--- src/sv/dctt_pkg.sv ---
// ============================================================================
// dctt_pkg
// Shared types and constants for the dual crystal timer tick block.
// ============================================================================
`default_nettype none

package dctt_pkg;

    localparam int unsigned ELAPSED_W = 16;
    localparam int unsigned MASK_W    = 2;
    localparam int unsigned SPEED_W   = 2;
    localparam int unsigned CNT_W     = 20;
    localparam int unsigned EVENT_W   = 17;
    localparam int unsigned BASE_W    = 24;
    localparam int unsigned DIVR_W    = 11;
    localparam int unsigned PERIOD_W  = 18;
    localparam int unsigned STEPS_W   = 5;

    localparam logic [BASE_W-1:0]  BASE_FAST  = 24'd15000000;
    localparam logic [BASE_W-1:0]  BASE_SLOW  = 24'd6000000;
    localparam logic [STEPS_W-1:0] DIV_STEPS  = STEPS_W'(BASE_W);
    localparam logic signed [CNT_W:0] CNT_MIN = -21'sd524288;
    localparam logic signed [CNT_W:0] EVT_CAP = 21'sd1000;
    localparam logic signed [CNT_W:0] EVT_FLOOR = -21'sd65535;

    // APB register indexes.
    localparam logic REG_SPEED    = 1'b0;
    localparam logic REG_CPU_FAST = 1'b1;

    // Input item modes.
    localparam logic MODE_ADVANCE = 1'b0;
    localparam logic MODE_MASK    = 1'b1;

    typedef enum logic [1:0] {
        ST_IDLE,
        ST_START,
        ST_DIV,
        ST_WRITE
    } t_state;

    typedef struct packed {
        logic latch;
        logic div_start;
        logic div_step;
        logic update;
    } t_cmd;

    typedef struct packed {
        logic div_done;
    } t_status;

    // Ticks per timer step: 32768 / (64 + 80 * speed).
    function automatic logic [9:0] speed_step(input logic [SPEED_W-1:0] speed);
        logic [9:0] res;
        unique case (speed)
            2'd0:    res = 10'd512;
            2'd1:    res = 10'd227;
            2'd2:    res = 10'd146;
            default: res = 10'd107;
        endcase
        return res;
    endfunction

endpackage

`default_nettype wire

--- src/sv/dctt_in_if.sv ---
// ============================================================================
// dctt_in_if
// Input channel: one timer transaction with valid/ready handshake.
// ============================================================================
`default_nettype none

interface dctt_in_if;
    logic                  valid;
    logic                  ready;
    logic                  mode;
    logic [15:0]           elapsed;
    logic [1:0]            new_enable;

    modport source (output valid, mode, elapsed, new_enable, input ready);
    modport sink   (input valid, mode, elapsed, new_enable, output ready);
endinterface

`default_nettype wire

--- src/sv/dctt_out_if.sv ---
// ============================================================================
// dctt_out_if
// Output channel: fired mask and next event count with valid/ready handshake.
// ============================================================================
`default_nettype none

interface dctt_out_if;
    logic                  valid;
    logic                  ready;
    logic [1:0]            fired;
    logic signed [16:0]    next_event;

    modport source (output valid, fired, next_event, input ready);
    modport sink   (input valid, fired, next_event, output ready);
endinterface

`default_nettype wire

--- src/sv/dctt_ctrl.sv ---
// ============================================================================
// dctt_ctrl
// Controller: sequences capture, period division and timer update.
// ============================================================================
`default_nettype none

module dctt_ctrl
    import dctt_pkg::*;
(
    input  wire logic    i_clk,
    input  wire logic    i_rst_n,
    input  wire logic    i_in_valid,
    output logic         o_in_ready,
    input  wire logic    i_out_ready,
    output logic         o_out_valid,
    output t_cmd         o_cmd,
    input  wire t_status i_sts
);

    t_state r_state, n_state;
    logic   r_out_valid, n_out_valid;
    logic   out_free;

    // The result register can take a new value when empty or being drained.
    assign out_free = !r_out_valid || i_out_ready;

    always_comb begin
        n_state = r_state;
        unique case (r_state)
            ST_IDLE:  if (i_in_valid) n_state = ST_START;
            ST_START: n_state = ST_DIV;
            ST_DIV:   if (i_sts.div_done) n_state = ST_WRITE;
            ST_WRITE: if (out_free) n_state = ST_IDLE;
            default:  n_state = ST_IDLE;
        endcase
    end

    always_comb begin
        o_cmd       = '0;
        o_in_ready  = 1'b0;
        unique case (r_state)
            ST_IDLE: begin
                o_in_ready  = 1'b1;
                o_cmd.latch = i_in_valid;
            end
            ST_START: o_cmd.div_start = 1'b1;
            ST_DIV:   o_cmd.div_step  = 1'b1;
            ST_WRITE: o_cmd.update    = out_free;
            default: ;
        endcase
    end

    always_comb begin
        n_out_valid = r_out_valid;
        if (o_cmd.update) begin
            n_out_valid = 1'b1;
        end else if (r_out_valid && i_out_ready) begin
            n_out_valid = 1'b0;
        end
    end

    assign o_out_valid = r_out_valid;

    always_ff @(posedge i_clk) begin
        if (!i_rst_n) begin
            r_state     <= ST_IDLE;
            r_out_valid <= 1'b0;
        end else begin
            r_state     <= n_state;
            r_out_valid <= n_out_valid;
        end
    end

endmodule

`default_nettype wire

--- src/sv/dctt_dp.sv ---
// ============================================================================
// dctt_dp
// Datapath: timer counts, serial period divider and result register.
// ============================================================================
`default_nettype none

module dctt_dp
    import dctt_pkg::*;
(
    input  wire logic                  i_clk,
    input  wire logic                  i_rst_n,
    input  wire t_cmd                  i_cmd,
    output t_status                    o_sts,
    input  wire logic [SPEED_W-1:0]    i_speed,
    input  wire logic                  i_cpu_fast,
    input  wire logic                  i_mode,
    input  wire logic [ELAPSED_W-1:0]  i_elapsed,
    input  wire logic [MASK_W-1:0]     i_new_enable,
    output logic [MASK_W-1:0]          o_fired,
    output logic signed [EVENT_W-1:0]  o_next_event
);

    logic                    r_mode;
    logic [ELAPSED_W-1:0]    r_elapsed;
    logic [MASK_W-1:0]       r_new_en;
    logic [MASK_W-1:0]       r_en_mask, n_en_mask;
    logic signed [CNT_W-1:0] r_rem [MASK_W];
    logic signed [CNT_W-1:0] n_rem [MASK_W];
    logic [MASK_W-1:0]       r_fired, n_fired;
    logic signed [EVENT_W-1:0] r_next, n_next;

    logic [DIVR_W-1:0]       r_div;
    logic [BASE_W-1:0]       r_dvd;
    logic [DIVR_W-1:0]       r_part;
    logic [STEPS_W-1:0]      r_cnt;

    logic [MASK_W-1:0]       eff_mask;
    logic [DIVR_W-1:0]       divisor;
    logic [DIVR_W:0]         part_sh;
    logic [DIVR_W:0]         part_sub;
    logic                    part_ge;
    logic [PERIOD_W-1:0]     period;
    logic signed [CNT_W:0]   period_s;

    // Mask in force once this transaction is applied.
    assign eff_mask = (r_mode == MODE_MASK) ? r_new_en : r_en_mask;
    assign divisor  = {1'b0, speed_step(i_speed)} * DIVR_W'(eff_mask);

    // Restoring division, one quotient bit per cycle shifted into the dividend.
    assign part_sh  = {r_part, r_dvd[BASE_W-1]};
    assign part_ge  = part_sh >= {1'b0, r_div};
    assign part_sub = part_sh - {1'b0, r_div};
    assign o_sts.div_done = (r_cnt == '0);

    assign period   = (r_div == '0) ? '0 : r_dvd[PERIOD_W-1:0];
    assign period_s = signed'({{(CNT_W + 1 - PERIOD_W){1'b0}}, period});

    always_comb begin
        logic signed [CNT_W:0] v;
        logic signed [CNT_W:0] best;
        n_en_mask = eff_mask;
        n_fired   = '0;
        best      = EVT_CAP;
        for (int i = 0; i < MASK_W; i++) begin
            n_rem[i] = r_rem[i];
            v = '0;
            if (r_mode == MODE_MASK) begin
                if (r_new_en[i] && !r_en_mask[i]) begin
                    n_rem[i] = period_s[CNT_W-1:0];
                end else if (!r_new_en[i] && r_en_mask[i]) begin
                    n_rem[i] = '0;
                end
            end else if (r_en_mask[i]) begin
                v = {r_rem[i][CNT_W-1], r_rem[i]}
                    - signed'({{(CNT_W + 1 - ELAPSED_W){1'b0}}, r_elapsed});
                if (v < CNT_MIN) v = CNT_MIN;
                if (v <= 0) begin
                    n_fired[i] = 1'b1;
                    v = v + period_s;
                end
                n_rem[i] = v[CNT_W-1:0];
            end
            if (n_en_mask[i] && (signed'({n_rem[i][CNT_W-1], n_rem[i]}) < best)) begin
                best = {n_rem[i][CNT_W-1], n_rem[i]};
            end
        end
        if (best < EVT_FLOOR) best = EVT_FLOOR;
        n_next = best[EVENT_W-1:0];
    end

    always_ff @(posedge i_clk) begin
        if (!i_rst_n) begin
            r_en_mask <= '0;
            r_cnt     <= '0;
            for (int i = 0; i < MASK_W; i++) r_rem[i] <= '0;
        end else begin
            if (i_cmd.div_start) begin
                r_cnt <= DIV_STEPS;
            end else if (i_cmd.div_step && r_cnt != '0) begin
                r_cnt <= r_cnt - STEPS_W'(1);
            end
            if (i_cmd.update) begin
                r_en_mask <= n_en_mask;
                for (int i = 0; i < MASK_W; i++) r_rem[i] <= n_rem[i];
            end
        end
    end

    always_ff @(posedge i_clk) begin
        if (i_cmd.latch) begin
            r_mode    <= i_mode;
            r_elapsed <= i_elapsed;
            r_new_en  <= i_new_enable;
        end
        if (i_cmd.div_start) begin
            r_div  <= divisor;
            r_dvd  <= i_cpu_fast ? BASE_FAST : BASE_SLOW;
            r_part <= '0;
        end else if (i_cmd.div_step && r_cnt != '0) begin
            r_part <= part_ge ? part_sub[DIVR_W-1:0] : part_sh[DIVR_W-1:0];
            r_dvd  <= {r_dvd[BASE_W-2:0], part_ge};
        end
        if (i_cmd.update) begin
            r_fired <= n_fired;
            r_next  <= n_next;
        end
    end

    assign o_fired      = r_fired;
    assign o_next_event = r_next;

endmodule

`default_nettype wire

--- src/sv/dual_crystal_timer_tick_top.sv ---
// ============================================================================
// dual_crystal_timer_tick_top
// Two countdown timers advanced by elapsed clock states, with APB setup.
// ============================================================================
// Each transaction is captured, then the 24-step serial divider forms the
// timer period, and then the counts and the result register are updated;
// a new transaction is taken only after that update.
// The result sits in an output register; the next transaction is accepted
// while it waits, and its update stalls only until that result is taken.
// Reset (synchronous, active low) disables both timers, clears their counts
// and the result valid, and sets timer_speed to 3 and cpu_fast to 0.
`default_nettype none

module dual_crystal_timer_tick_top
    import dctt_pkg::*;
(
    input  wire logic        i_clk,
    input  wire logic        i_rst_n,
    dctt_in_if.sink          i_in,
    dctt_out_if.source       o_out,
    input  wire logic        psel,
    input  wire logic        penable,
    input  wire logic        pwrite,
    input  wire logic [2:0]  paddr,
    input  wire logic [31:0] pwdata,
    output logic [31:0]      prdata,
    output logic             pready
);

    // Configuration registers. Register index is address bit 2, so every
    // address maps onto one of the two registers.
    logic [SPEED_W-1:0] r_speed;
    logic               r_cpu_fast;
    logic               cfg_wr;

    assign pready = 1'b1;
    assign cfg_wr = psel && penable && pwrite && pready;

    always_ff @(posedge i_clk) begin
        if (!i_rst_n) begin
            r_speed    <= 2'd3;
            r_cpu_fast <= 1'b0;
        end else if (cfg_wr) begin
            unique case (paddr[2])
                REG_SPEED:    r_speed    <= pwdata[SPEED_W-1:0];
                REG_CPU_FAST: r_cpu_fast <= pwdata[0];
                default: ;
            endcase
        end
    end

    always_comb begin
        prdata = '0;
        unique case (paddr[2])
            REG_SPEED:    prdata = {{(32 - SPEED_W){1'b0}}, r_speed};
            REG_CPU_FAST: prdata = {31'd0, r_cpu_fast};
            default: ;
        endcase
    end

    // The controller sequences each transaction; the datapath holds the
    // timer counts, the period divider and the result register.
    t_cmd    cmd;
    t_status sts;

    dctt_ctrl u_ctrl (
        .i_clk       (i_clk),
        .i_rst_n     (i_rst_n),
        .i_in_valid  (i_in.valid),
        .o_in_ready  (i_in.ready),
        .i_out_ready (o_out.ready),
        .o_out_valid (o_out.valid),
        .o_cmd       (cmd),
        .i_sts       (sts)
    );

    dctt_dp u_dp (
        .i_clk        (i_clk),
        .i_rst_n      (i_rst_n),
        .i_cmd        (cmd),
        .o_sts        (sts),
        .i_speed      (r_speed),
        .i_cpu_fast   (r_cpu_fast),
        .i_mode       (i_in.mode),
        .i_elapsed    (i_in.elapsed),
        .i_new_enable (i_in.new_enable),
        .o_fired      (o_out.fired),
        .o_next_event (o_out.next_event)
    );

endmodule

`default_nettype wire

--- src/flat_wrapper.sv ---
// flat-port wrapper written by rule: the top's interface ports become plain ports
module dual_crystal_timer_tick_top_flat import dctt_pkg::*;
  (i_clk, i_rst_n, psel, penable, pwrite, paddr, pwdata, prdata, pready, i_in_valid, i_in_mode, i_in_elapsed, i_in_new_enable, i_in_ready, o_out_valid, o_out_fired, o_out_next_event, o_out_ready);
  dctt_in_if i_in_i ();
  dctt_out_if o_out_i ();
  input  wire logic i_clk;
  input  wire logic i_rst_n;
  input  wire logic psel;
  input  wire logic penable;
  input  wire logic pwrite;
  input  wire logic [2:0] paddr;
  input  wire logic [31:0] pwdata;
  output logic [31:0] prdata;
  output logic pready;
  input wire logic [$bits(i_in_i.valid)-1:0] i_in_valid;
  input wire logic [$bits(i_in_i.mode)-1:0] i_in_mode;
  input wire logic [$bits(i_in_i.elapsed)-1:0] i_in_elapsed;
  input wire logic [$bits(i_in_i.new_enable)-1:0] i_in_new_enable;
  output wire logic [$bits(i_in_i.ready)-1:0] i_in_ready;
  output wire logic [$bits(o_out_i.valid)-1:0] o_out_valid;
  output wire logic [$bits(o_out_i.fired)-1:0] o_out_fired;
  output wire logic [$bits(o_out_i.next_event)-1:0] o_out_next_event;
  input wire logic [$bits(o_out_i.ready)-1:0] o_out_ready;
  assign i_in_i.valid = i_in_valid;
  assign i_in_i.mode = i_in_mode;
  assign i_in_i.elapsed = i_in_elapsed;
  assign i_in_i.new_enable = i_in_new_enable;
  assign i_in_ready = i_in_i.ready;
  assign o_out_valid = o_out_i.valid;
  assign o_out_fired = o_out_i.fired;
  assign o_out_next_event = o_out_i.next_event;
  assign o_out_i.ready = o_out_ready;
  dual_crystal_timer_tick_top u_core (.i_clk(i_clk), .i_rst_n(i_rst_n), .i_in(i_in_i), .o_out(o_out_i), .psel(psel), .penable(penable), .pwrite(pwrite), .paddr(paddr), .pwdata(pwdata), .prdata(prdata), .pready(pready));
endmodule
--- config.mk ---
export PLATFORM = sky130hd
export DESIGN_NAME = dual_crystal_timer_tick_top_flat
export DESIGN_NICKNAME = d
export VERILOG_FILES = /design/src/sv/dctt_pkg.sv /design/src/sv/dctt_in_if.sv /design/src/sv/dctt_out_if.sv /design/src/sv/dctt_ctrl.sv /design/src/sv/dctt_dp.sv /design/src/sv/dual_crystal_timer_tick_top.sv /design/src/flat_wrapper.sv
export SDC_FILE = /design/constraint.sdc
export NUM_CORES = 1
export LEC_CHECK = 0
export ABC_AREA = 1
export BUFFER_PORTS_ARGS = -buffer_cell sky130_fd_sc_hd__buf_2
export CORE_UTILIZATION = 55
export DETAILED_ROUTE_END_ITERATION = 16
export PLACE_DENSITY = 0.86
export SYNTH_ARGS = -nofsm -noshare
export SYNTH_HDL_FRONTEND = slang
export SYNTH_SLANG_ARGS = --single-unit
--- constraint.sdc ---
create_clock -name i_clk -period 12.8 [get_ports i_clk]
set_clock_uncertainty 0.15 [all_clocks]
set_input_delay 1.28 -clock i_clk [delete_from_list [all_inputs] [get_ports i_clk]]
set_output_delay 1.28 -clock i_clk [all_outputs]
set_load 0.01 [all_outputs]
==> flow_summary.toml <==
[setup_path]
crit_required_ps = 12820
cp-start-kind = "flop"
r2r_end = "u_core.u_dp.o_next_event[1]"
cpMostUsedCell = "nand2_1"
critPathCaptureType = "flop"
cp_max_fo = 21
worstPathArrival_ps = 9510
worstReg2RegStart = "u_core.u_dp.r_rem[0][22]"
r2r_setup_slack_ps = 3310
crit_slowest_cell = "edfxtp_1"
critical_path_class = "flop to flop"
worstRegToRegCells = 55
max_stage_delay_ps = 440

[sta]
slew_headroom_pct = 16.5
worst_pin_slew_ps = 1250
rsz0062_at_grt = "no"
clock.fmax_ghz = 0.105
maxSlewViolCount = 0
tns_ps = 0
fin_crit_sh_pct = 74.2
hold_violations = 0
period_needed_ps = 9490
finalSetupViolCount = 0

[synth]
syn_inst = 1914
syn_area_um2 = 13300
yosysWarnings = 0
ys_types = 57
yosys_most_used_dff = "edfxtp_1"
netlist.area_leader.share_pct = 25.6
yosysMostFrequentCell = "nand2_1"
synth.avg_cell_area_um2 = 6.93
yosys.area.top_type = "edfxtp_1"
synth_area_leaders = "edfxtp_1, nand2_1, ha_1"
ys_async_sr_fraction_pct = 0
synth-edff-count = 113
ys_seq_area_share_pct = 29.2
ys_seq_elements = 137
netlist_top_cells_count = "nand2_1, inv_1, nor2_1"

[finish]
fin_util_pct = 60.5
antenna_cells_inserted = 0
nFillCells = 2145
layout-drive-gt1-share_pct = 7.52
finalNetCount = 2123
ff_latch_area_um2 = 3870
syn2layout_area_growth_pct = 7.36
multi_input_area_um2 = 7790

[global_route]
grt_pass1_wl_um = 62200
grt_start_max_net_pins = 47
grt_pass1_vias = 12000
antenna_found_initial = 0
overflow = 0
gr-usage-all-layers_pct = 33.1

[power_and_ir_drop]
cellLeakagePower_nw = 7.15
power.total_mw = 3.50
peakVddDrop_uv = 217
cellPowerDensity_nw_per_um2 = 245

[floorplanning]
die_area_um2 = 24800
fp.dieH_um = 157
start_util_pct = 56.4
ios = 115
core-area_um2 = 23500
row_count = 56
fp.dieW_um = 157

[clock_tree]
h-tree-depth = 4
clk-insertion-delay-late_ps = 440
cts_tree = "yes"
clockBufferDepth = 2
cts.sinks = 137
cts_hold_buf = 0
path_clk_slew_ps = 60
post-cts-setup-buffer-count = 0
root_buffer = "clkbuf_16"
cts_made_buffers = 17
cts_resized = 0

[detailed_routing]
drt-total-wl_um = 39500
route.detailed.wl_per_inst_um = 17.4
viasPerCell = 5.68
firstDrtPassIters = 6
dr_total_vias = 12900
drtIter0Drc = 1347
ant_nets = 0
drc_errors = 0

[place]
gp_congestion = 0.993
port_buffers = 51
hpwl_um = 30000

[hold_path]
hold_depth = 2
min_to = "u_core.u_dp.r_cnt[0]"
hp-class = "flop to flop"
hold_start = "u_core.u_dp.r_cnt[0]"

[job]
cap_viol_max_count = 0

[run_status]
run_status = "finished, final reports clean"
==> routing by layer <==
metal	track usage [%]	wire (µm)
met3	6.03	3780
met1	41.9	15800
met2	52.8	17700
met5	0	0
met4	19.8	2270
==> how the worst max path moves through the flow <==
stage                                        end                      from  slack (ps)  cells after the start
global placement     u_core.u_dp.o_next_event[1]  u_core.u_dp.r_rem[0][22]        3950                     51
detailed placement   u_core.u_dp.o_next_event[1]  u_core.u_dp.r_rem[0][22]        3610                     55
finish               u_core.u_dp.o_next_event[1]  u_core.u_dp.r_rem[0][22]        3310                     55
CTS                  u_core.u_dp.o_next_event[1]  u_core.u_dp.r_rem[0][22]        3540                     55
floorplan           u_core.u_dp.o_next_event[10]  u_core.u_dp.r_rem[0][22]        5350                     56
global route         u_core.u_dp.o_next_event[1]  u_core.u_dp.r_rem[0][22]        2570                     55
==> area by class of cell <==
type                    instances  area share (%)
clock inverters                14            1.15
multi-input cells            1392            54.6
flip-flops and latches        137            27.2
clock buffers                  18            3.01
repair buffers                 64            2.48
inverters                     331            8.73
well taps                     319            2.80
==> where the power goes <==
group | internal [mW] | switching, mW | total, mW
sequential | 0.644 | 0.0564 | 0.701
combinational | 0.745 | 1.54 | 2.29
clock | 0.293 | 0.215 | 0.508
total | 1.68 | 1.81 | 3.50
==> layout by cell type, fill, tap and decap left out, types with 15 or more instances in the layout <==
cell type / synthesis / final
nand3_1: 95 / 95
buf_2: 5 / 51
xnor2_1: 16 / 16
nand2_1: 464 / 463
nor3_1: 15 / 15
o21ai_0: 84 / 84
clkbuf_16: 0 / 17
inv_1: 315 / 315
edfxtp_1: 113 / 113
a21oi_1: 141 / 141
nand4_1: 29 / 29
dfxtp_1: 24 / 24
conb_1: 2 / 31
ha_1: 114 / 114
nor2_1: 186 / 186
o211ai_1: 40 / 40
xor2_1: 38 / 38
==> metrics by stage <==
step | hold slack (ps) | setup slack [ps] | area, µm² | instances
2_1_floorplan | 291 | 5350 | 13400 | 1943
6_report | 343 | 3310 | 14200 | 2275
5_1_grt | 355 | 2570 | 14200 | 2275
4_1_cts | 337 | 3540 | 14200 | 2275
3_5_place_dp | 327 | 3610 | 13700 | 2243
3_3_place_gp | 299 | 3950 | 13700 | 2243
==> state kept, by name (all words and copies together) (netlist names), 2 cells and up <==
register and flops:
u_core.u_dp.o_next_event 17, u_core.u_dp.r_dvd 24, u_core.u_dp.r_part 11, u_core.u_dp.r_elapsed 16, u_core.u_dp.r_new_en 2, u_core.u_dp.r_rem 40
u_core.u_dp.r_cnt 5, u_core.r_speed 2, u_core.u_ctrl.r_state 2, u_core.u_dp.r_div 11, u_core.u_dp.r_en_mask 2, u_core.u_dp.o_fired 2
==> critical path: cells and delay by family, from the launching register on <==
family / cells / cell delay, ps
AND/OR/NAND/NOR: 30 / 4380
AO/OA/AOI/OAI: 15 / 2400
adder cells (fa/ha/maj): 4 / 1320
flip-flops: 1 / 440
buffers and inverters: 5 / 320
XOR/XNOR: 1 / 180
==> kinds of logic (layout without fill, tap and decap cells) <==
group / after synthesis / in the layout / share of synthesized area, %
other: 2 / 31 / 0.0566
AND/OR/NAND/NOR: 842 / 842 / 27.1
buffers and inverters: 414 / 427 / 13.0
XOR/XNOR: 54 / 54 / 3.56
AO/OA/AOI/OAI: 346 / 346 / 15.6
flip-flops: 137 / 137 / 29.2
adder cells (fa/ha/maj): 119 / 119 / 11.5
Power figures use the tool's default switching activity.
